## src/rtl/assert_macros.svh

```systemverilog
// assertion helpers, clocked on i_clk and quiet while i_rst_n is low
`ifndef ASSERT_MACROS_SVH
`define ASSERT_MACROS_SVH

`define DFPR_ASSERT(label, prop) \
    label: assert property (@(posedge i_clk) disable iff (!i_rst_n) (prop)) \
        else $error("assertion failed");

`define DFPR_ASSERT_NEXT(label, cond, conseq) \
    label: assert property (@(posedge i_clk) disable iff (!i_rst_n) (cond) |=> (conseq)) \
        else $error("assertion failed");

`endif

```

## src/rtl/dfpr_pkg.sv

```systemverilog
package dfpr_pkg;

    localparam int PACKETS_PER_FRAME = 16;
    localparam int PIXELS_PER_PACKET = 32;
    localparam int MAX_PAYLOAD_BYTES = 64;
    localparam int HDR_BYTES         = 8;
    localparam int CRC_BYTES         = 4;
    localparam int CAPACITY          = HDR_BYTES + MAX_PAYLOAD_BYTES + CRC_BYTES;

    localparam int COUNT_W  = $clog2(CAPACITY + 1);
    localparam int ADDR_W   = $clog2(MAX_PAYLOAD_BYTES);
    localparam int NPIX_MAX = (MAX_PAYLOAD_BYTES + 1) / 2;
    localparam int NPIX_W   = $clog2(NPIX_MAX + 1);
    localparam int POS_W    = (COUNT_W > NPIX_W + 1) ? COUNT_W : NPIX_W + 1;
    localparam int RCNT_W   = $clog2(PACKETS_PER_FRAME + 1);
    localparam int PIDX_W   = (PACKETS_PER_FRAME > 1) ? $clog2(PACKETS_PER_FRAME) : 1;
    localparam int INDEX_W  = 9;

    localparam logic [31:0] CRC_SEED    = 32'hFFFF_FFFF;
    localparam logic [31:0] CRC_POLY    = 32'hEDB8_8320;
    localparam logic [31:0] STALE_LIMIT = 32'h8000_0000;

    localparam logic [2:0] ST_ACCEPTED  = 3'd0;
    localparam logic [2:0] ST_SHORT     = 3'd1;
    localparam logic [2:0] ST_CRC_FAIL  = 3'd2;
    localparam logic [2:0] ST_NUM_HIGH  = 3'd3;
    localparam logic [2:0] ST_DUPLICATE = 3'd4;
    localparam logic [2:0] ST_STALE     = 3'd5;

    localparam logic KIND_STATUS = 1'b0;
    localparam logic KIND_PIXEL  = 1'b1;

    typedef struct packed {
        logic byte_en;
        logic eval;
        logic fetch;
        logic pixel;
        logic restart;
    } t_ctl_cmd;

    typedef struct packed {
        logic out_free;
        logic reject;
        logic no_pix;
        logic last_pix;
    } t_ctl_sts;

    function automatic logic [31:0] crc_byte(input logic [31:0] crc, input logic [7:0] b);
        logic [31:0] c;
        c = crc ^ {24'd0, b};
        for (int k = 0; k < 8; k++) begin
            c = c[0] ? ((c >> 1) ^ CRC_POLY) : (c >> 1);
        end
        return c;
    endfunction

endpackage

```

## src/rtl/dfpr_if.sv

```systemverilog
interface dfpr_in_if;
    logic       valid;
    logic       ready;
    logic [7:0] data_byte;
    logic       end_of_packet;

    modport source (output valid, output data_byte, output end_of_packet, input ready);
    modport sink   (input valid, input data_byte, input end_of_packet, output ready);
endinterface

interface dfpr_out_if;
    logic        valid;
    logic        ready;
    logic        item_kind;
    logic [2:0]  packet_status;
    logic [31:0] frame_number;
    logic        frame_complete;
    logic        clear_image;
    logic [8:0]  pixel_index;
    logic [15:0] pixel_value;
    logic        last_of_run;

    modport source (output valid, output item_kind, output packet_status,
                    output frame_number, output frame_complete, output clear_image,
                    output pixel_index, output pixel_value, output last_of_run,
                    input ready);
    modport sink   (input valid, input item_kind, input packet_status,
                    input frame_number, input frame_complete, input clear_image,
                    input pixel_index, input pixel_value, input last_of_run,
                    output ready);
endinterface

```

## src/rtl/dfpr_datapath.sv

```systemverilog
`include "assert_macros.svh"

module dfpr_datapath (
    input  logic                i_clk,
    input  logic                i_rst_n,
    input  logic [7:0]          i_data_byte,
    input  dfpr_pkg::t_ctl_cmd  i_cmd,
    output dfpr_pkg::t_ctl_sts  o_sts,
    dfpr_out_if.source          o_out
);

    localparam int COUNT_W = dfpr_pkg::COUNT_W;
    localparam int NPIX_W  = dfpr_pkg::NPIX_W;
    localparam int RCNT_W  = dfpr_pkg::RCNT_W;
    localparam int PIDX_W  = dfpr_pkg::PIDX_W;
    localparam int ADDR_W  = dfpr_pkg::ADDR_W;
    localparam int POS_W   = dfpr_pkg::POS_W;
    localparam int INDEX_W = dfpr_pkg::INDEX_W;
    localparam int PPF     = dfpr_pkg::PACKETS_PER_FRAME;

    logic [31:0]        r_crc;
    logic [31:0]        r_window;
    logic [COUNT_W-1:0] r_count;
    logic [63:0]        r_header;
    logic [7:0]         r_mem [dfpr_pkg::MAX_PAYLOAD_BYTES];
    logic [31:0]        r_cur_frame;
    logic [RCNT_W-1:0]  r_rcv_count;
    logic [PPF-1:0]     r_rcv_mask;

    logic [7:0]         r_rd_hi;
    logic [7:0]         r_rd_lo;
    logic [NPIX_W-1:0]  r_npix;
    logic [NPIX_W-1:0]  r_k;
    logic [COUNT_W-1:0] r_n;
    logic [INDEX_W-1:0] r_pix_index;
    logic [31:0]        r_frame_hold;

    logic               r_out_valid;
    logic               r_out_kind;
    logic [2:0]         r_out_status;
    logic [31:0]        r_out_frame;
    logic               r_out_complete;
    logic               r_out_clear;
    logic [INDEX_W-1:0] r_out_index;
    logic [15:0]        r_out_value;
    logic               r_out_last;

    logic [31:0]        w_frame;
    logic [31:0]        w_pnum;
    logic [PIDX_W-1:0]  w_pidx;
    logic [31:0]        w_diff;
    logic               w_same;
    logic [2:0]         w_status;
    logic               w_reject;
    logic [RCNT_W-1:0]  w_rcv_next;
    logic [PPF-1:0]     w_onehot;
    logic [COUNT_W-1:0] w_n;
    logic [COUNT_W-1:0] w_n_plus;
    logic [NPIX_W-1:0]  w_npix;
    logic [INDEX_W-1:0] w_pix_base;
    logic               w_last_pix;
    logic [POS_W-1:0]   w_lo_pos;
    logic [7:0]         w_lo;
    logic [ADDR_W-1:0]  w_wr_addr;
    logic [ADDR_W-1:0]  w_rd_addr_hi;
    logic [ADDR_W-1:0]  w_rd_addr_lo;
    logic               w_in_cap;
    logic               w_in_payload;

    // header fields and packet verdict
    always_comb begin
        w_frame  = r_header[63:32];
        w_pnum   = r_header[31:0];
        w_pidx   = w_pnum[PIDX_W-1:0];
        w_diff   = w_frame - r_cur_frame;
        w_same   = (r_rcv_count != '0) && (w_frame == r_cur_frame);
        w_status = dfpr_pkg::ST_ACCEPTED;
        if (r_count < COUNT_W'(dfpr_pkg::HDR_BYTES + dfpr_pkg::CRC_BYTES)) begin
            w_status = dfpr_pkg::ST_SHORT;
        end else if (~r_crc != r_window) begin
            w_status = dfpr_pkg::ST_CRC_FAIL;
        end else if (w_pnum >= 32'(PPF)) begin
            w_status = dfpr_pkg::ST_NUM_HIGH;
        end else if (w_same) begin
            if (r_rcv_mask[w_pidx]) begin
                w_status = dfpr_pkg::ST_DUPLICATE;
            end
        end else if (w_diff > dfpr_pkg::STALE_LIMIT) begin
            w_status = dfpr_pkg::ST_STALE;
        end
        w_reject   = (w_status != dfpr_pkg::ST_ACCEPTED);
        w_rcv_next = (w_same ? r_rcv_count : RCNT_W'(0)) + RCNT_W'(1);
        w_onehot   = '0;
        w_onehot[w_pidx] = 1'b1;
        w_n        = r_count - COUNT_W'(dfpr_pkg::HDR_BYTES + dfpr_pkg::CRC_BYTES);
        w_n_plus   = w_n + COUNT_W'(1);
        w_npix     = NPIX_W'(w_n_plus >> 1);
        w_pix_base = INDEX_W'(w_pnum[INDEX_W-1:0] * INDEX_W'(dfpr_pkg::PIXELS_PER_PACKET));
    end

    // pixel assembly, odd tail pairs with the first crc byte
    always_comb begin
        w_last_pix   = (r_k == r_npix - NPIX_W'(1));
        w_lo_pos     = POS_W'({r_k, 1'b1});
        w_lo         = (w_lo_pos < POS_W'(r_n)) ? r_rd_lo : r_window[31:24];
        w_rd_addr_hi = ADDR_W'({r_k, 1'b0});
        w_rd_addr_lo = ADDR_W'({r_k, 1'b1});
        w_wr_addr    = ADDR_W'(r_count - COUNT_W'(dfpr_pkg::HDR_BYTES));
        w_in_cap     = (r_count < COUNT_W'(dfpr_pkg::CAPACITY));
        w_in_payload = (r_count >= COUNT_W'(dfpr_pkg::HDR_BYTES))
                    && (r_count < COUNT_W'(dfpr_pkg::HDR_BYTES
                                           + dfpr_pkg::MAX_PAYLOAD_BYTES));
    end

    assign o_sts.out_free = !r_out_valid || o_out.ready;
    assign o_sts.reject   = w_reject;
    assign o_sts.no_pix   = (w_npix == '0);
    assign o_sts.last_pix = w_last_pix;

    // datagram receive state
    always_ff @(posedge i_clk) begin
        if (!i_rst_n || i_cmd.restart) begin
            r_crc    <= dfpr_pkg::CRC_SEED;
            r_window <= '0;
            r_count  <= '0;
            r_header <= '0;
        end else if (i_cmd.byte_en && w_in_cap) begin
            if (r_count >= COUNT_W'(dfpr_pkg::CRC_BYTES)) begin
                r_crc <= dfpr_pkg::crc_byte(r_crc, r_window[31:24]);
            end
            r_window <= {r_window[23:0], i_data_byte};
            if (r_count < COUNT_W'(dfpr_pkg::HDR_BYTES)) begin
                r_header <= {r_header[55:0], i_data_byte};
            end
            r_count <= r_count + COUNT_W'(1);
        end
    end

    always_ff @(posedge i_clk) begin
        if (i_cmd.byte_en && w_in_cap && w_in_payload) begin
            r_mem[w_wr_addr] <= i_data_byte;
        end
        if (i_cmd.fetch) begin
            r_rd_hi <= r_mem[w_rd_addr_hi];
            r_rd_lo <= r_mem[w_rd_addr_lo];
        end
    end

    // frame tracking
    always_ff @(posedge i_clk) begin
        if (!i_rst_n) begin
            r_cur_frame <= '0;
            r_rcv_count <= '0;
            r_rcv_mask  <= '0;
        end else if (i_cmd.eval && !w_reject) begin
            r_cur_frame <= w_frame;
            r_rcv_count <= w_rcv_next;
            r_rcv_mask  <= (w_same ? r_rcv_mask : '0) | w_onehot;
        end
    end

    // pixel run bookkeeping
    always_ff @(posedge i_clk) begin
        if (i_cmd.eval) begin
            r_npix       <= w_npix;
            r_n          <= w_n;
            r_k          <= '0;
            r_pix_index  <= w_pix_base;
            r_frame_hold <= w_frame;
        end else if (i_cmd.pixel) begin
            r_k         <= r_k + NPIX_W'(1);
            r_pix_index <= r_pix_index + INDEX_W'(1);
        end
    end

    // output register
    always_ff @(posedge i_clk) begin
        if (!i_rst_n) begin
            r_out_valid <= 1'b0;
        end else if (i_cmd.eval || i_cmd.pixel) begin
            r_out_valid <= 1'b1;
        end else if (o_out.ready) begin
            r_out_valid <= 1'b0;
        end
    end

    always_ff @(posedge i_clk) begin
        if (i_cmd.eval) begin
            r_out_kind     <= dfpr_pkg::KIND_STATUS;
            r_out_status   <= w_status;
            r_out_frame    <= w_reject ? 32'd0 : w_frame;
            r_out_complete <= !w_reject && (w_rcv_next == RCNT_W'(PPF));
            r_out_clear    <= !w_reject && (w_rcv_next == RCNT_W'(1));
            r_out_index    <= '0;
            r_out_value    <= '0;
            r_out_last     <= w_reject || (w_npix == '0);
        end else if (i_cmd.pixel) begin
            r_out_kind     <= dfpr_pkg::KIND_PIXEL;
            r_out_status   <= dfpr_pkg::ST_ACCEPTED;
            r_out_frame    <= r_frame_hold;
            r_out_complete <= 1'b0;
            r_out_clear    <= 1'b0;
            r_out_index    <= r_pix_index;
            r_out_value    <= {r_rd_hi, w_lo};
            r_out_last     <= w_last_pix;
        end
    end

    assign o_out.valid          = r_out_valid;
    assign o_out.item_kind      = r_out_kind;
    assign o_out.packet_status  = r_out_status;
    assign o_out.frame_number   = r_out_frame;
    assign o_out.frame_complete = r_out_complete;
    assign o_out.clear_image    = r_out_clear;
    assign o_out.pixel_index    = r_out_index;
    assign o_out.pixel_value    = r_out_value;
    assign o_out.last_of_run    = r_out_last;

    `DFPR_ASSERT(a_count_cap, r_count <= COUNT_W'(dfpr_pkg::CAPACITY))
    `DFPR_ASSERT(a_mask_matches_count, $countones(r_rcv_mask) == int'(r_rcv_count))
    `DFPR_ASSERT(a_pixel_in_run, i_cmd.pixel |-> (r_k < r_npix))

endmodule

```

## src/rtl/dfpr_ctrl.sv

```systemverilog
`include "assert_macros.svh"

module dfpr_ctrl (
    input  logic                i_clk,
    input  logic                i_rst_n,
    input  logic                i_in_valid,
    input  logic                i_in_eop,
    output logic                o_in_ready,
    input  dfpr_pkg::t_ctl_sts  i_sts,
    output dfpr_pkg::t_ctl_cmd  o_cmd
);

    localparam logic [1:0] S_RECV  = 2'd0;
    localparam logic [1:0] S_EVAL  = 2'd1;
    localparam logic [1:0] S_FETCH = 2'd2;
    localparam logic [1:0] S_PIXEL = 2'd3;

    logic [1:0] r_state;
    logic [1:0] n_state;

    always_comb begin
        n_state    = r_state;
        o_in_ready = 1'b0;
        o_cmd      = '0;
        case (r_state)
            S_RECV: begin
                o_in_ready    = 1'b1;
                o_cmd.byte_en = i_in_valid;
                if (i_in_valid && i_in_eop) begin
                    n_state = S_EVAL;
                end
            end
            S_EVAL: begin
                if (i_sts.out_free) begin
                    o_cmd.eval = 1'b1;
                    if (i_sts.reject || i_sts.no_pix) begin
                        o_cmd.restart = 1'b1;
                        n_state       = S_RECV;
                    end else begin
                        n_state = S_FETCH;
                    end
                end
            end
            S_FETCH: begin
                o_cmd.fetch = 1'b1;
                n_state     = S_PIXEL;
            end
            S_PIXEL: begin
                if (i_sts.out_free) begin
                    o_cmd.pixel = 1'b1;
                    if (i_sts.last_pix) begin
                        o_cmd.restart = 1'b1;
                        n_state       = S_RECV;
                    end else begin
                        n_state = S_FETCH;
                    end
                end
            end
            default: begin
                n_state = S_RECV;
            end
        endcase
    end

    always_ff @(posedge i_clk) begin
        if (!i_rst_n) begin
            r_state <= S_RECV;
        end else begin
            r_state <= n_state;
        end
    end

    `DFPR_ASSERT_NEXT(a_eop_blocks_input, i_in_valid && o_in_ready && i_in_eop, !o_in_ready)
    `DFPR_ASSERT(a_cmd_exclusive, $onehot0({o_cmd.byte_en, o_cmd.eval, o_cmd.fetch, o_cmd.pixel}))
    `DFPR_ASSERT(a_restart_at_end, o_cmd.restart |-> (o_cmd.eval || o_cmd.pixel))

endmodule

```

## src/rtl/depth_frame_packet_reassembler_unit.sv

```systemverilog
// once the end-of-packet beat is accepted the controller enters its eval state, which loads
// the status item into the output register when it is free; one byte beat per cycle inside a
// datagram; each pixel takes a fetch and a pixel state; input ready is low until the last item
// is issued; the output register lets the sink stall; the pixel sequencer waits on it
// reset: synchronous, active low; clears crc, window, header, frame state and the output valid
// the payload buffer is not cleared; each byte used in a pixel value is written before it is read

module depth_frame_packet_reassembler_unit (
    input  logic        i_clk,
    input  logic        i_rst_n,
    dfpr_in_if.sink     i_in,
    dfpr_out_if.source  o_out
);

    dfpr_pkg::t_ctl_cmd w_cmd;
    dfpr_pkg::t_ctl_sts w_sts;
    logic               w_in_ready;

    assign i_in.ready = w_in_ready;

    dfpr_ctrl u_ctrl (
        .i_clk      (i_clk),
        .i_rst_n    (i_rst_n),
        .i_in_valid (i_in.valid),
        .i_in_eop   (i_in.end_of_packet),
        .o_in_ready (w_in_ready),
        .i_sts      (w_sts),
        .o_cmd      (w_cmd)
    );

    dfpr_datapath u_datapath (
        .i_clk       (i_clk),
        .i_rst_n     (i_rst_n),
        .i_data_byte (i_in.data_byte),
        .i_cmd       (w_cmd),
        .o_sts       (w_sts),
        .o_out       (o_out)
    );

endmodule

```

## src/flat_wrapper.sv

```systemverilog
// flat-port wrapper written by rule: the top's interface ports become plain ports
module depth_frame_packet_reassembler_unit_flat 
  (i_clk, i_rst_n, i_in_valid, i_in_data_byte, i_in_end_of_packet, i_in_ready, o_out_valid, o_out_item_kind, o_out_packet_status, o_out_frame_number, o_out_frame_complete, o_out_clear_image, o_out_pixel_index, o_out_pixel_value, o_out_last_of_run, o_out_ready);
  dfpr_in_if i_in_i ();
  dfpr_out_if o_out_i ();
  input  logic i_clk;
  input  logic i_rst_n;
  input wire logic [$bits(i_in_i.valid)-1:0] i_in_valid;
  input wire logic [$bits(i_in_i.data_byte)-1:0] i_in_data_byte;
  input wire logic [$bits(i_in_i.end_of_packet)-1:0] i_in_end_of_packet;
  output wire logic [$bits(i_in_i.ready)-1:0] i_in_ready;
  output wire logic [$bits(o_out_i.valid)-1:0] o_out_valid;
  output wire logic [$bits(o_out_i.item_kind)-1:0] o_out_item_kind;
  output wire logic [$bits(o_out_i.packet_status)-1:0] o_out_packet_status;
  output wire logic [$bits(o_out_i.frame_number)-1:0] o_out_frame_number;
  output wire logic [$bits(o_out_i.frame_complete)-1:0] o_out_frame_complete;
  output wire logic [$bits(o_out_i.clear_image)-1:0] o_out_clear_image;
  output wire logic [$bits(o_out_i.pixel_index)-1:0] o_out_pixel_index;
  output wire logic [$bits(o_out_i.pixel_value)-1:0] o_out_pixel_value;
  output wire logic [$bits(o_out_i.last_of_run)-1:0] o_out_last_of_run;
  input wire logic [$bits(o_out_i.ready)-1:0] o_out_ready;
  assign i_in_i.valid = i_in_valid;
  assign i_in_i.data_byte = i_in_data_byte;
  assign i_in_i.end_of_packet = i_in_end_of_packet;
  assign i_in_ready = i_in_i.ready;
  assign o_out_valid = o_out_i.valid;
  assign o_out_item_kind = o_out_i.item_kind;
  assign o_out_packet_status = o_out_i.packet_status;
  assign o_out_frame_number = o_out_i.frame_number;
  assign o_out_frame_complete = o_out_i.frame_complete;
  assign o_out_clear_image = o_out_i.clear_image;
  assign o_out_pixel_index = o_out_i.pixel_index;
  assign o_out_pixel_value = o_out_i.pixel_value;
  assign o_out_last_of_run = o_out_i.last_of_run;
  assign o_out_i.ready = o_out_ready;
  depth_frame_packet_reassembler_unit u_core (.i_clk(i_clk), .i_rst_n(i_rst_n), .i_in(i_in_i), .o_out(o_out_i));
endmodule
```

## config.mk

```make
export PLATFORM = sky130hd
export DESIGN_NAME = depth_frame_packet_reassembler_unit_flat
export DESIGN_NICKNAME = d
export VERILOG_FILES = /design/src/rtl/dfpr_pkg.sv /design/src/rtl/dfpr_if.sv /design/src/rtl/dfpr_datapath.sv /design/src/rtl/dfpr_ctrl.sv /design/src/rtl/depth_frame_packet_reassembler_unit.sv /design/src/flat_wrapper.sv
export VERILOG_INCLUDE_DIRS = /design/src /design/src/rtl
export SDC_FILE = /design/constraint.sdc
export NUM_CORES = 1
export LEC_CHECK = 0
export BUFFER_PORTS_ARGS = -buffer_cell sky130_fd_sc_hd__clkbuf_2
export CORE_MARGIN = 4
export CORE_UTILIZATION = 25
export CTS_CLUSTER_DIAMETER = 150
export DETAILED_ROUTE_END_ITERATION = 16
export MAX_ROUTING_LAYER = met4
export PLACE_DENSITY = 0.49
export SLEW_MARGIN = 30
export SYNTH_ARGS = -nofsm -noshare
export SYNTH_HDL_FRONTEND = slang
export SYNTH_SLANG_ARGS = --single-unit
export TNS_END_PERCENT = 10
```

## constraint.sdc

```tcl
create_clock -name i_clk -period 4.7 [get_ports i_clk]
set_input_delay 0.47 -clock i_clk [delete_from_list [all_inputs] [get_ports i_clk]]
set_output_delay 0.47 -clock i_clk [all_outputs]
set_load 0.05 [all_outputs]
```

==> results of run 1 <==
## routing by layer
layer	up-vias	global-route usage [%]	part of all wire, %
li1	10300	-	-
met1	11300	18.0	47
met2	610	20.3	47
met3	129	1.79	4.8
met4	0	2.88	1.9
met5	-	-	0
## tightest hold or removal path: stages
cell	delay [ns]
clkbuf_2	0.08
nand2_1	0.17
a211oi_1	0.11
## layout by cell type, fill, tap and decap left out, types with 23 or more instances in the layout
| cell type | n |
|---|---|
| nand2_1 | 337 |
| nor2_1 | 158 |
| a21oi_1 | 133 |
| a22o_1 | 33 |
| a211o_1 | 34 |
| xor2_1 | 66 |
| ha_1 | 50 |
| xnor2_1 | 72 |
| o21ai_0 | 74 |
| buf_4 | 87 |
| edfxtp_1 | 614 |
| clkbuf_2 | 77 |
| mux4_2 | 165 |
| nand4_1 | 29 |
| a21oi_2 | 54 |
| nor3_1 | 23 |
| dfxtp_1 | 224 |
| nand3_1 | 85 |
| clkbuf_16 | 93 |
| inv_1 | 62 |
## stage by stage
stage / worst slack [ns] / util, % / hold slack, ns
final: 0.235 / 29.4 / 0.211
after global routing: 0.00229 / 29.4 / 0.183
after CTS: 0.194 / 29.4 / 0.150
after detailed placement: 0.271 / 27.4 / 0.431
after global placement: 0.195 / 27.4 / 0.425
after floorplan: 0.995 / - / 0.437
## cells in the mapped netlist, types with 5 or more instances
master	n	area, µm²
and3_1	16	100
edfxtp_1	614	18400
a22o_1	33	289
o21ai_0	74	370
nor3b_1	6	45.0
a211o_1	35	307
a21o_1	15	113
ha_1	50	626
nand4_1	29	181
nand2b_1	11	68.8
o211ai_1	7	52.6
xor2_1	66	578
o21ai_1	7	35.0
nand2_1	340	1280
mux4_2	165	3720
clkbuf_1	101	379
a21oi_2	53	464
mux2_2	17	191
and2_1	9	56.3
inv_1	63	236
nor2_1	159	597
buf_2	20	100
nand3_1	86	430
dfxtp_1	228	4560
or3_1	7	43.8
a21oi_1	135	676
nor4_1	17	106
mux2i_1	13	130
a211oi_1	8	60.1
a31oi_1	6	37.5
o31ai_1	8	60.1
buf_1	19	71.3
or4_1	7	52.6
nor3_1	25	125
and4_1	5	43.8
nor2b_1	9	56.3
xnor2_1	72	631
a32o_1	16	160
buf_6	6	67.6
o21a_1	9	67.6
## cell type report
cell class	count	area [µm²]
repair buffers	176	1260
fillers	14600	102000
multi-input cells	1591	12500
clock inverters	39	330
clock buffers	126	2610
flip-flops and latches	842	23000
well taps	1903	2380
inverters	64	244
## cell families after synthesis
logic type	Yosys count
flops	842
simple gates	748
compound gates	460
buf+inv	210
mux	195
xor+xnor	138
fa+ha+maj	50
## final timing paths
path / from / end / cells past startpoint
setup / recovery: u_core.u_datapath.r_cur_frame[17] / u_core.u_datapath.o_out.frame_number[0] / 16
setup reg to reg: u_core.u_datapath.r_cur_frame[17] / u_core.u_datapath.o_out.frame_number[0] / 16
hold reg to reg: u_core.u_datapath.o_out.pixel_index[2] / u_core.u_datapath.o_out.pixel_index[2] / 2
hold / removal: i_in_end_of_packet / u_core.u_ctrl.r_state[0] / 3
## power by group through the flow
stage | Combinational [mW] | Clock [mW] | Sequential (mW)
finish | 0.517 | 7.01 | 8.05
global route | 0.560 | 7.49 | 8.05
CTS | 0.527 | 7.18 | 8.05
detailed placement | 0.527 | 0 | 8.21
global placement | 0.525 | 0 | 8.21
floorplan | 0.242 | 0 | 8.25
## timing repair
item | in CTS | in global routing
hold endpoints to repair | 0 | 0
gates resized for setup | 0 | 1
hold buffers | 0 | 0
endpoints found under the setup margin | 0 | 5
## state kept, by name, indices dropped and copies added, names as in the netlist, 9 cells and up
name and flops:
u_core.u_datapath.r_mem 512, u_core.u_datapath.r_header 64, u_core.u_datapath.o_out.frame_number 32, u_core.u_datapath.r_crc 32, u_core.u_datapath.r_cur_frame 32, u_core.u_datapath.r_frame_hold 32
u_core.u_datapath.r_window 32, u_core.u_datapath.o_out.pixel_value 16, u_core.u_datapath.r_rcv_mask 16, u_core.u_datapath.o_out.pixel_index 9, u_core.u_datapath.r_pix_index 9
==> summary.md, run 1 <==
| Metric | Value |
|---|---|
| Status | complete, no violations |
| Via count | 22300 |
| Dpl cells | around 4600 |
| Fraction of layout instances using a drive strength above 1 | 20.6% |
| CTS tree | built |
| Slew @ Worst Pin | between 0.9 and 1 ns |
| Final hold violation count | 0 |
| Clk_lat worst skew | 0.68 ns |
| Max Cap Viol | 0 |
| Chip width | 389 µm |
| Slew Limit Fails | 0 |
| Yosys warning count | 0 |
| Drt wl/cell | 20.7 µm |
| Rows | 139 |
| Post-Syn Instances | about 2600 |
| GRT overflow | 0 |
| Slowest-stage cell, CP | a222oi_1 |
| Total Power Consumption | approximately 16 mW |
| Critical path cell sequence | inv_1, ha_1, a21oi_1, o21ai_1, a222oi_1, buf_4, o21ai_0, or4_1, nor4_1, buf_4, and4b_1, nand2_1, o31ai_4, buf_12, buf_12, a22o_1 |
| First-pass GRT wire length | roughly 150000 µm |
| Crit path kind | reg2reg |
| CP Capture Type | flip-flop |
| CP peak stage delay | 0.56 ns |
| Routed wire length | between 90000 and 100000 µm |
| Initial antenna violation count | 1 |
| Final cell count without fillers | 4741 |
| H-Tree Depth | 3 |
| Dominant synthesized flop cell | edfxtp_1 |
| Async SR Flop Fraction | 0% |
| Core box area | 144000 µm² |
| FF-to-FF setup slack | roughly 0.23 ns |
| Drt first pass iters | 5 |
| Sw frac | 22.1% |
| VDD IR-drop max | between 0.2 and 0.3 mV |
| Setup repair after global routing missed its margin | false |
| Final net count | about 2800 |
| Starting Density | 25.2% |
| Die area | approximately 150000 µm² |
| Worst Path Buf+Inv | 5 |
| Setup bufs post-CTS | 0 |
| Cts bufs inserted | 88 |
| Placed inst area | just under 40000 µm² |
| Min-Delay Path Class | in2reg |
| Largest net degree at the start of global routing | between 80 and 90 |
| Crit path DAT | around 5 ns |
| Net Sw Power | roughly 3.4 mW |
| Fin crit period | ~4.5 ns |
| Largest family of logic cells by synthesized area | multiplexers |
| Worst slew margin | approximately a third |
| Highest Clock Rate | roughly 220 MHz |
| Clock Power Share | around 45% |
| Synth Area in Compound Gates | around 8.8% |
| Port buffer count | 78 |
| Number of distinct library cells after synthesis | between 80 and 90 |
| DP HPWL | 63900 µm |
| Io pins | ~80 |
| Synth Area in Adders | roughly 1.7% |
| Pwr dens | 368 nW/µm² |
| Post-route setup TNS | 0 ns |
| Clock sink count | about 840 |
| Vias in the first global route | between 20000 and 25000 |
| Worst Path Required | about 5.2 ns |
| Comb power frac | under 10% |
| Synth Area in Simple Gates | approximately a tenth |
| Design area | between 40000 and 50000 µm² |
| Internal power | approximately 12 mW |
| Crit share post-route | 95.0% |
| Top Family by Delay on Critical Path | compound AO/OA/AOI/OAI gates |
| ANT nets after route | 0 |
| Sequential area share after synthesis | between 60% and 70% |
| Mux share of post-synthesis cell area | around 11% |
| Global placer's final weighted congestion | roughly 0.92 |
| Drc violations | 0 |
| Height of the die | about 400 µm |
| Syn Nets | 2706 |
| Xor and xnor area share after synthesis | 3.33% |
| Crit start category | flip-flop |
| Mapped Area | between 30000 and 40000 µm² |
| Avg Cell Area, Syn | 13.7 µm² |
| Seq pwr share | 51.7% |
| EDFF count, synth | ~610 |
| CP max FO | 18 |
| Pleak | 14.0 nW |
| Clk_skew | ~0.039 ns |
| Diodes inserted | 0 |
| Final setup fails | 0 |
| GRT Util Overall | around an eighth |
| Clock slew at reported path FFs | roughly 0.06 ns |
| Yosys reg bits | between 800 and 900 |
| Maximum clock path buffer count | 3 |
| Vias per cell | 4.71 |
| Clock Root Buffer | clkbuf_16 |
| Initial DRC count | between 1500 and 2000 |
| Layout area overhead | 16.7% |
Power figures use the tool's default switching activity.
==> inputs of run 2 (changes only) <==
--- a/config.mk
+++ b/config.mk
@@ -7,6 +7,7 @@
 export NUM_CORES = 1
 export LEC_CHECK = 0
 export BUFFER_PORTS_ARGS = -buffer_cell sky130_fd_sc_hd__clkbuf_2
+export CORE_ASPECT_RATIO = 2
 export CORE_MARGIN = 4
 export CORE_UTILIZATION = 25
 export CTS_CLUSTER_DIAMETER = 150
==> summary.md, run 2 (synthesized netlist as in run 1, its figures left out) <==
| Metric | Value |
|---|---|
| Status | complete, no violations |
| Most flop-heavy register | u_core.u_datapath.r_mem |
| Post-Route M1 WL | 36200 µm |
| Crit path DAT | 5.07 ns |
| FF-to-FF setup slack | between 0.1 and 0.15 ns |
| Hold-fix buffers, CTS | 0 |
| Die area | around 150000 µm² |
| Cts bufs inserted | between 70 and 80 |
| Core box area | between 100000 and 150000 µm² |
| Number of flip-flops in the largest register | 512 |
| Rows | ~200 |
| Highest Clock Rate | 220 MHz |
| Maximum clock path buffer count | 3 |
| GRT overflow | 0 |
| Final net count | 2888 |
| Worst slew margin | a little under 30% |
| Min-Delay Path Class | in2reg |
| Height of the die | ~550 µm |
| VDD IR-drop max | approximately 0.23 mV |
| Global placer's final weighted congestion | around 0.93 |
| Registers with the most flip-flops | u_core.u_datapath.r_mem x512, u_core.u_datapath.r_header x64 |
| GRT Util Overall | between 10 and 15% |
| Vias per cell | between 4 and 5 |
| Fraction of layout instances using a drive strength above 1 | between 20 and 25% |
| Largest net degree at the start of global routing | 80 |
| Final setup fails | 0 |
| Fin crit period | 4.55 ns |
| Final hold violation count | 0 |
| Setup repair after global routing missed its margin | false |
| Max Cap Viol | 0 |
| Via count | about 22000 |
| Clock slew at reported path FFs | ~0.070 ns |
| Starting Density | between 20% and 30% |
| Crit start category | flip-flop |
| Layout area overhead | 16.7% |
| Chip width | 277 µm |
| Initial DRC count | approximately 1400 |
| CTS tree | built |
| ANT nets after route | 0 |
| Drt first pass iters | 5 |
| CP Capture Type | flip-flop |
| Io pins | 79 |
| Slew Limit Fails | 0 |
| DP HPWL | between 70000 and 80000 µm |
| Crit path kind | reg2reg |
| Leading cell type in the layout, fill and taps excluded | edfxtp_1 |
| Clk_lat worst skew | 0.67 ns |
| Min setup slack post-route | ~0.15 ns |
| Pleak | 14.1 nW |
| Clk_skew | approximately 0.018 ns |
| Slew @ Worst Pin | between 1 and 1.5 ns |
| Total Power Consumption | around 15 mW |
| CP max FO | 13 |
| Port buffer count | a little under 80 |
| Routed wire length | roughly 110000 µm |
| Worst Path Required | roughly 5.2 ns |
| Clock sink count | around 840 |
| Top sig layer | met4 |
| First-pass GRT wire length | around 160000 µm |
| Wire length on met3 | 2940 µm |
| Setup bufs post-CTS | 0 |
| Pre-CTS setup slack | -0.262 ns |
| Crit share post-route | slightly below 100% |
| DR WL met2 | approximately 64000 µm |
| H-Tree Depth | 3 |
| Drt wl/cell | approximately 23 µm |
| Most frequent cells in the layout | edfxtp_1, nand2_1, dfxtp_1 |
| Vias in the first global route | approximately 24000 |
| Drc violations | 0 |
| Hold slack | ~0.26 ns |
| Initial antenna violation count | 1 |
| Pwr dens | between 300 and 400 nW/µm² |
| Clock Root Buffer | clkbuf_16 |
[run 2: cell count changes in the layout (fill, tap and decap cells not counted), moves of 3 or more]
cell       previous run  this run
clkbuf_8             16         4
buf_4                87       164
clkinv_4              4         1
inv_6                 1         4
clkbuf_16            93        74
[run 2: layout make-up]
type,instances,area (µm²)
Multi-Input combinational cell,1591,12600
Inverter,64,240
Tap cell,1890,2360
Timing Repair Buffer,252,1820
Fill cell,14600,102000
Antenna cell,2,5.00
Clock buffer,94,1970
Sequential cell,842,23000
Clock inverter,41,373
[run 2: report_power, final]
group	internal (mW)	switching, mW
combinational	0.130	0.410
sequential	8.00	0.0386
clock	3.19	2.89
total	11.3	3.34
[run 2: per-stage QoR]
| stage | utilization, % | cells | cell area (µm²) | setup TNS (ns) |
|---|---|---|---|---|
| floorplan | - | 2643 | 36300 | 0 |
| global placement | 27.7 | 4639 | 39900 | -30.72 |
| detailed placement | 27.7 | 4639 | 40000 | -33.32 |
| CTS | 29.3 | 4774 | 42300 | 0 |
| global route | 29.4 | 4775 | 42400 | 0 |
| finish | 29.4 | 4776 | 42400 | 0 |
[run 2: worst paths after layout]
kind,from,endpoint,depth (start not counted)
setup / recovery,u_core.u_datapath.r_cur_frame[15],u_core.u_datapath.o_out.frame_number[2],17
hold / removal,o_out_ready,u_core.u_datapath.o_out.valid,3
setup reg to reg,u_core.u_datapath.r_cur_frame[15],u_core.u_datapath.o_out.frame_number[2],17
hold reg to reg,u_core.u_datapath.o_out.pixel_index[7],u_core.u_datapath.o_out.pixel_index[7],2
[run 2: what timing repair did]
action | CTS | global route
pin swaps | 0 | 2
resized for setup | 2 | 8
setup endpoints to repair | 213 | 187
[run 2: worst max-delay path, stage by stage, from the launching register on]
cell	delay, ns
dfxtp_1	0.33
inv_1	0.08
ha_1	0.38
a21oi_1	0.17
buf_4	0.14
o21ai_1	0.13
a222oi_1	0.49
buf_4	0.25
o21ai_0	0.18
or4_1	0.60
nor4_4	0.29
buf_4	0.16
and4b_1	0.28
nand2_1	0.13
o31ai_4	0.24
buf_12	0.22
buf_4	0.16
a22o_1	0.15
[run 2: metal layers]
layer,global-route usage [%],up-vias
li1,-,10400
met1,13.4,11200
met2,29.1,475
met3,1.64,245
met4,8.11,0
met5,-,-
==> inputs of run 3 (changes only) <==
--- a/config.mk
+++ b/config.mk
@@ -7,13 +7,15 @@
 export NUM_CORES = 1
 export LEC_CHECK = 0
 export BUFFER_PORTS_ARGS = -buffer_cell sky130_fd_sc_hd__clkbuf_2
+export CELL_PAD_IN_SITES_DETAIL_PLACEMENT = 1
+export CELL_PAD_IN_SITES_GLOBAL_PLACEMENT = 2
 export CORE_ASPECT_RATIO = 2
 export CORE_MARGIN = 4
 export CORE_UTILIZATION = 25
 export CTS_CLUSTER_DIAMETER = 150
 export DETAILED_ROUTE_END_ITERATION = 16
 export MAX_ROUTING_LAYER = met4
-export PLACE_DENSITY = 0.49
+export PLACE_DENSITY = 0.59
 export SLEW_MARGIN = 30
 export SYNTH_ARGS = -nofsm -noshare
 export SYNTH_HDL_FRONTEND = slang
==> summary.md, run 3 (synthesized netlist as in run 1, its figures left out) <==
| Metric | Value |
|---|---|
| Status | complete, no violations |
| H-Tree Depth | 3 |
| Cts bufs inserted | between 80 and 90 |
| Critical path cell sequence | inv_1, ha_1, a21oi_2, o21ai_1, a22oi_2, buf_4, nand4b_1, a2111o_1, a2111o_1, or4_4, a211o_4, buf_12, buf_12, a21oi_1 |
| CTS tree | built |
| Registers with the most flip-flops | u_core.u_datapath.r_mem x512, u_core.u_datapath.r_header x64 |
| WHS Endpoint | u_core.u_ctrl.r_state[0] |
| Maximum clock path buffer count | 3 |
| Most frequent cells in the layout | edfxtp_1, nand2_1, dfxtp_1 |
| Drc violations | 0 |
| Fraction of layout instances using a drive strength above 1 | a little under a quarter |
| Slowest-stage cell, CP | or4_4 |
| Starting Density | 25.2% |
| Initial antenna violation count | 2 |
| Min-Delay Path Class | in2reg |
| Via count | between 20000 and 25000 |
| Largest net degree at the start of global routing | 70 |
| Crit path DAT | around 5.2 ns |
| Clk_lat worst skew | between 0.6 and 0.7 ns |
| CP max FO | 32 |
| Slew Limit Fails | 0 |
| Vias per cell | between 4 and 5 |
| Leading cell type in the layout, fill and taps excluded | edfxtp_1 |
| Dpl cells | 4665 |
| Pleak | approximately 14 nW |
| Layout area overhead | 18.5% |
| Io pins | 79 |
| Number of flip-flops in the largest register | between 500 and 600 |
| ANT nets after route | 0 |
| Critical R2R Capture | u_core.u_datapath.r_window[30] |
| Setup repair after global routing missed its margin | false |
| Highest Clock Rate | about 220 MHz |
| Clock slew at reported path FFs | approximately 0.060 ns |
| Initial DRC count | 1255 |
| Drt wl/cell | 24.3 µm |
| Die area | roughly 150000 µm² |
| Port buffer count | ~80 |
| Most flop-heavy register | u_core.u_datapath.r_mem |
| FF-to-FF setup slack | 0.15 ns |
| Post-route setup TNS | 0 ns |
| Height of the die | 547 µm |
| Clock Root Buffer | clkbuf_16 |
| Final setup fails | 0 |
| Chip width | 277 µm |
| Pwr dens | approximately 360 nW/µm² |
| Global placer's final weighted congestion | between 0.9 and 1 |
| Final net count | between 2000 and 3000 |
| Final core occ | between 20% and 30% |
| Crit start category | flip-flop |
| Drt first pass iters | 5 |
| Total Power Consumption | 15.3 mW |
| Worst Path Buf+Inv | 4 |
| Crit share post-route | a little over nine tenths |
| Hold path start | i_in_end_of_packet |
| Core box area | between 100000 and 150000 µm² |
| Vias in the first global route | 25000 |
| FILL cells | 15500 |
| Top Family by Delay on Critical Path | compound AO/OA/AOI/OAI gates |
| Rows | 197 |
| Worst Path Required | about 5.3 ns |
| Hold-fix buffers, CTS | 0 |
| Cell count of the worst reg-to-reg path | 14 |
| Fin crit period | between 4 and 5 ns |
| Cells on Worst Hold Path | 3 |
| CP Capture Type | flip-flop |
| GRT Util Overall | about 16% |
| Final cell count without fillers | 4822 |
| Clock sink count | 842 |
| Crit path kind | reg2reg |
| Routed wire length | about 120000 µm |
| VDD IR-drop max | roughly 0.23 mV |
| Slew @ Worst Pin | 0.920 ns |
| Worst slew margin | between 30% and 40% |
| FF-to-FF Start | u_core.u_datapath.r_cur_frame[11] |
| Final hold violation count | 0 |
| CP peak stage delay | roughly 0.54 ns |
| First-pass GRT wire length | around 170000 µm |
| GRT overflow | 0 |
| Clk_skew | about 0.035 ns |
| DP HPWL | 85200 µm |
| Max Cap Viol | 0 |
run 3: cell types whose count changed in the layout (fill, tap and decap cells not counted), sizes merged:
| cell | change |
|---|---|
| bufinv | +1 |
| inv | -5 |
| clkinv | -1 |
| buf | +31 |
| clkinvlp | +4 |
| clkbuf | +16 |
run 3: how the worst max path moves through the flow:
stage / from / end / depth (start not counted)
final: u_core.u_datapath.r_cur_frame[11] / u_core.u_datapath.r_window[30] / 14
after CTS: u_core.u_datapath.r_cur_frame[15] / u_core.u_datapath.r_header[15] / 13
after global placement: u_core.u_datapath.r_cur_frame[16] / u_core.u_datapath.r_header[35] / 13
after detailed placement: u_core.u_datapath.r_cur_frame[16] / u_core.u_datapath.r_header[15] / 13
after floorplan: u_core.u_datapath.r_header[55] / u_core.u_datapath.r_crc[24] / 12
after global routing: u_core.u_datapath.r_header[46] / u_core.u_datapath.o_out.frame_number[30] / 14
run 3: worst reg2reg max path: cells and delay by family (launching register included):
family,cells,cell delay (ns)
buf+inv,4,0.63
simple gates,2,0.67
fa+ha+maj,1,0.42
compound gates,7,2.42
flops,1,0.32
run 3: stage by stage:
step	hold slack (ns)	area, µm²	worst slack, ns
global route	0.155	43000	0.0545
global placement	0.427	40200	-0.495
CTS	0.0667	42900	0.0137
detailed placement	0.435	40200	-0.490
floorplan	0.437	36300	0.995
finish	0.130	43000	0.149
run 3: cell type report:
type,count,area (µm²),share of cell area [%]
diodes,2,5.00,0.0116
flip-flops and latches,842,23000,53.5
inverters,64,241,0.561
well taps,1890,2360,5.50
clock inverters,40,433,1.01
multi-input cells,1591,12600,29.3
repair buffers,283,2120,4.94
clock buffers,110,2250,5.23
run 3: repair_timing:
| item | in CTS | in global routing |
|---|---|---|
| buffers inserted | 4 | 1 |
| setup endpoints to repair | 223 | 205 |
| resized for setup | 5 | 14 |
| pin swaps | 3 | 2 |
run 3: per-layer routing:
metal  global-route usage [%]  up-vias  part of all wire [%]  routed length [µm]
li1                         -    10500                     -                   -
met1                     14.6    11700                    34               39700
met2                     31.0      406                    58               68300
met3                     1.62      228                   2.4                2780
met4                     7.88        0                   5.3                6250
met5                        -        -                     0                   0
run 3: power by group:
group          leakage, nW  switching [mW]  internal [mW]  total, mW
registers             7.38          0.0402           8.01       8.05
logic                 5.73           0.416          0.126      0.542
clock network         1.29            3.04           3.65       6.68
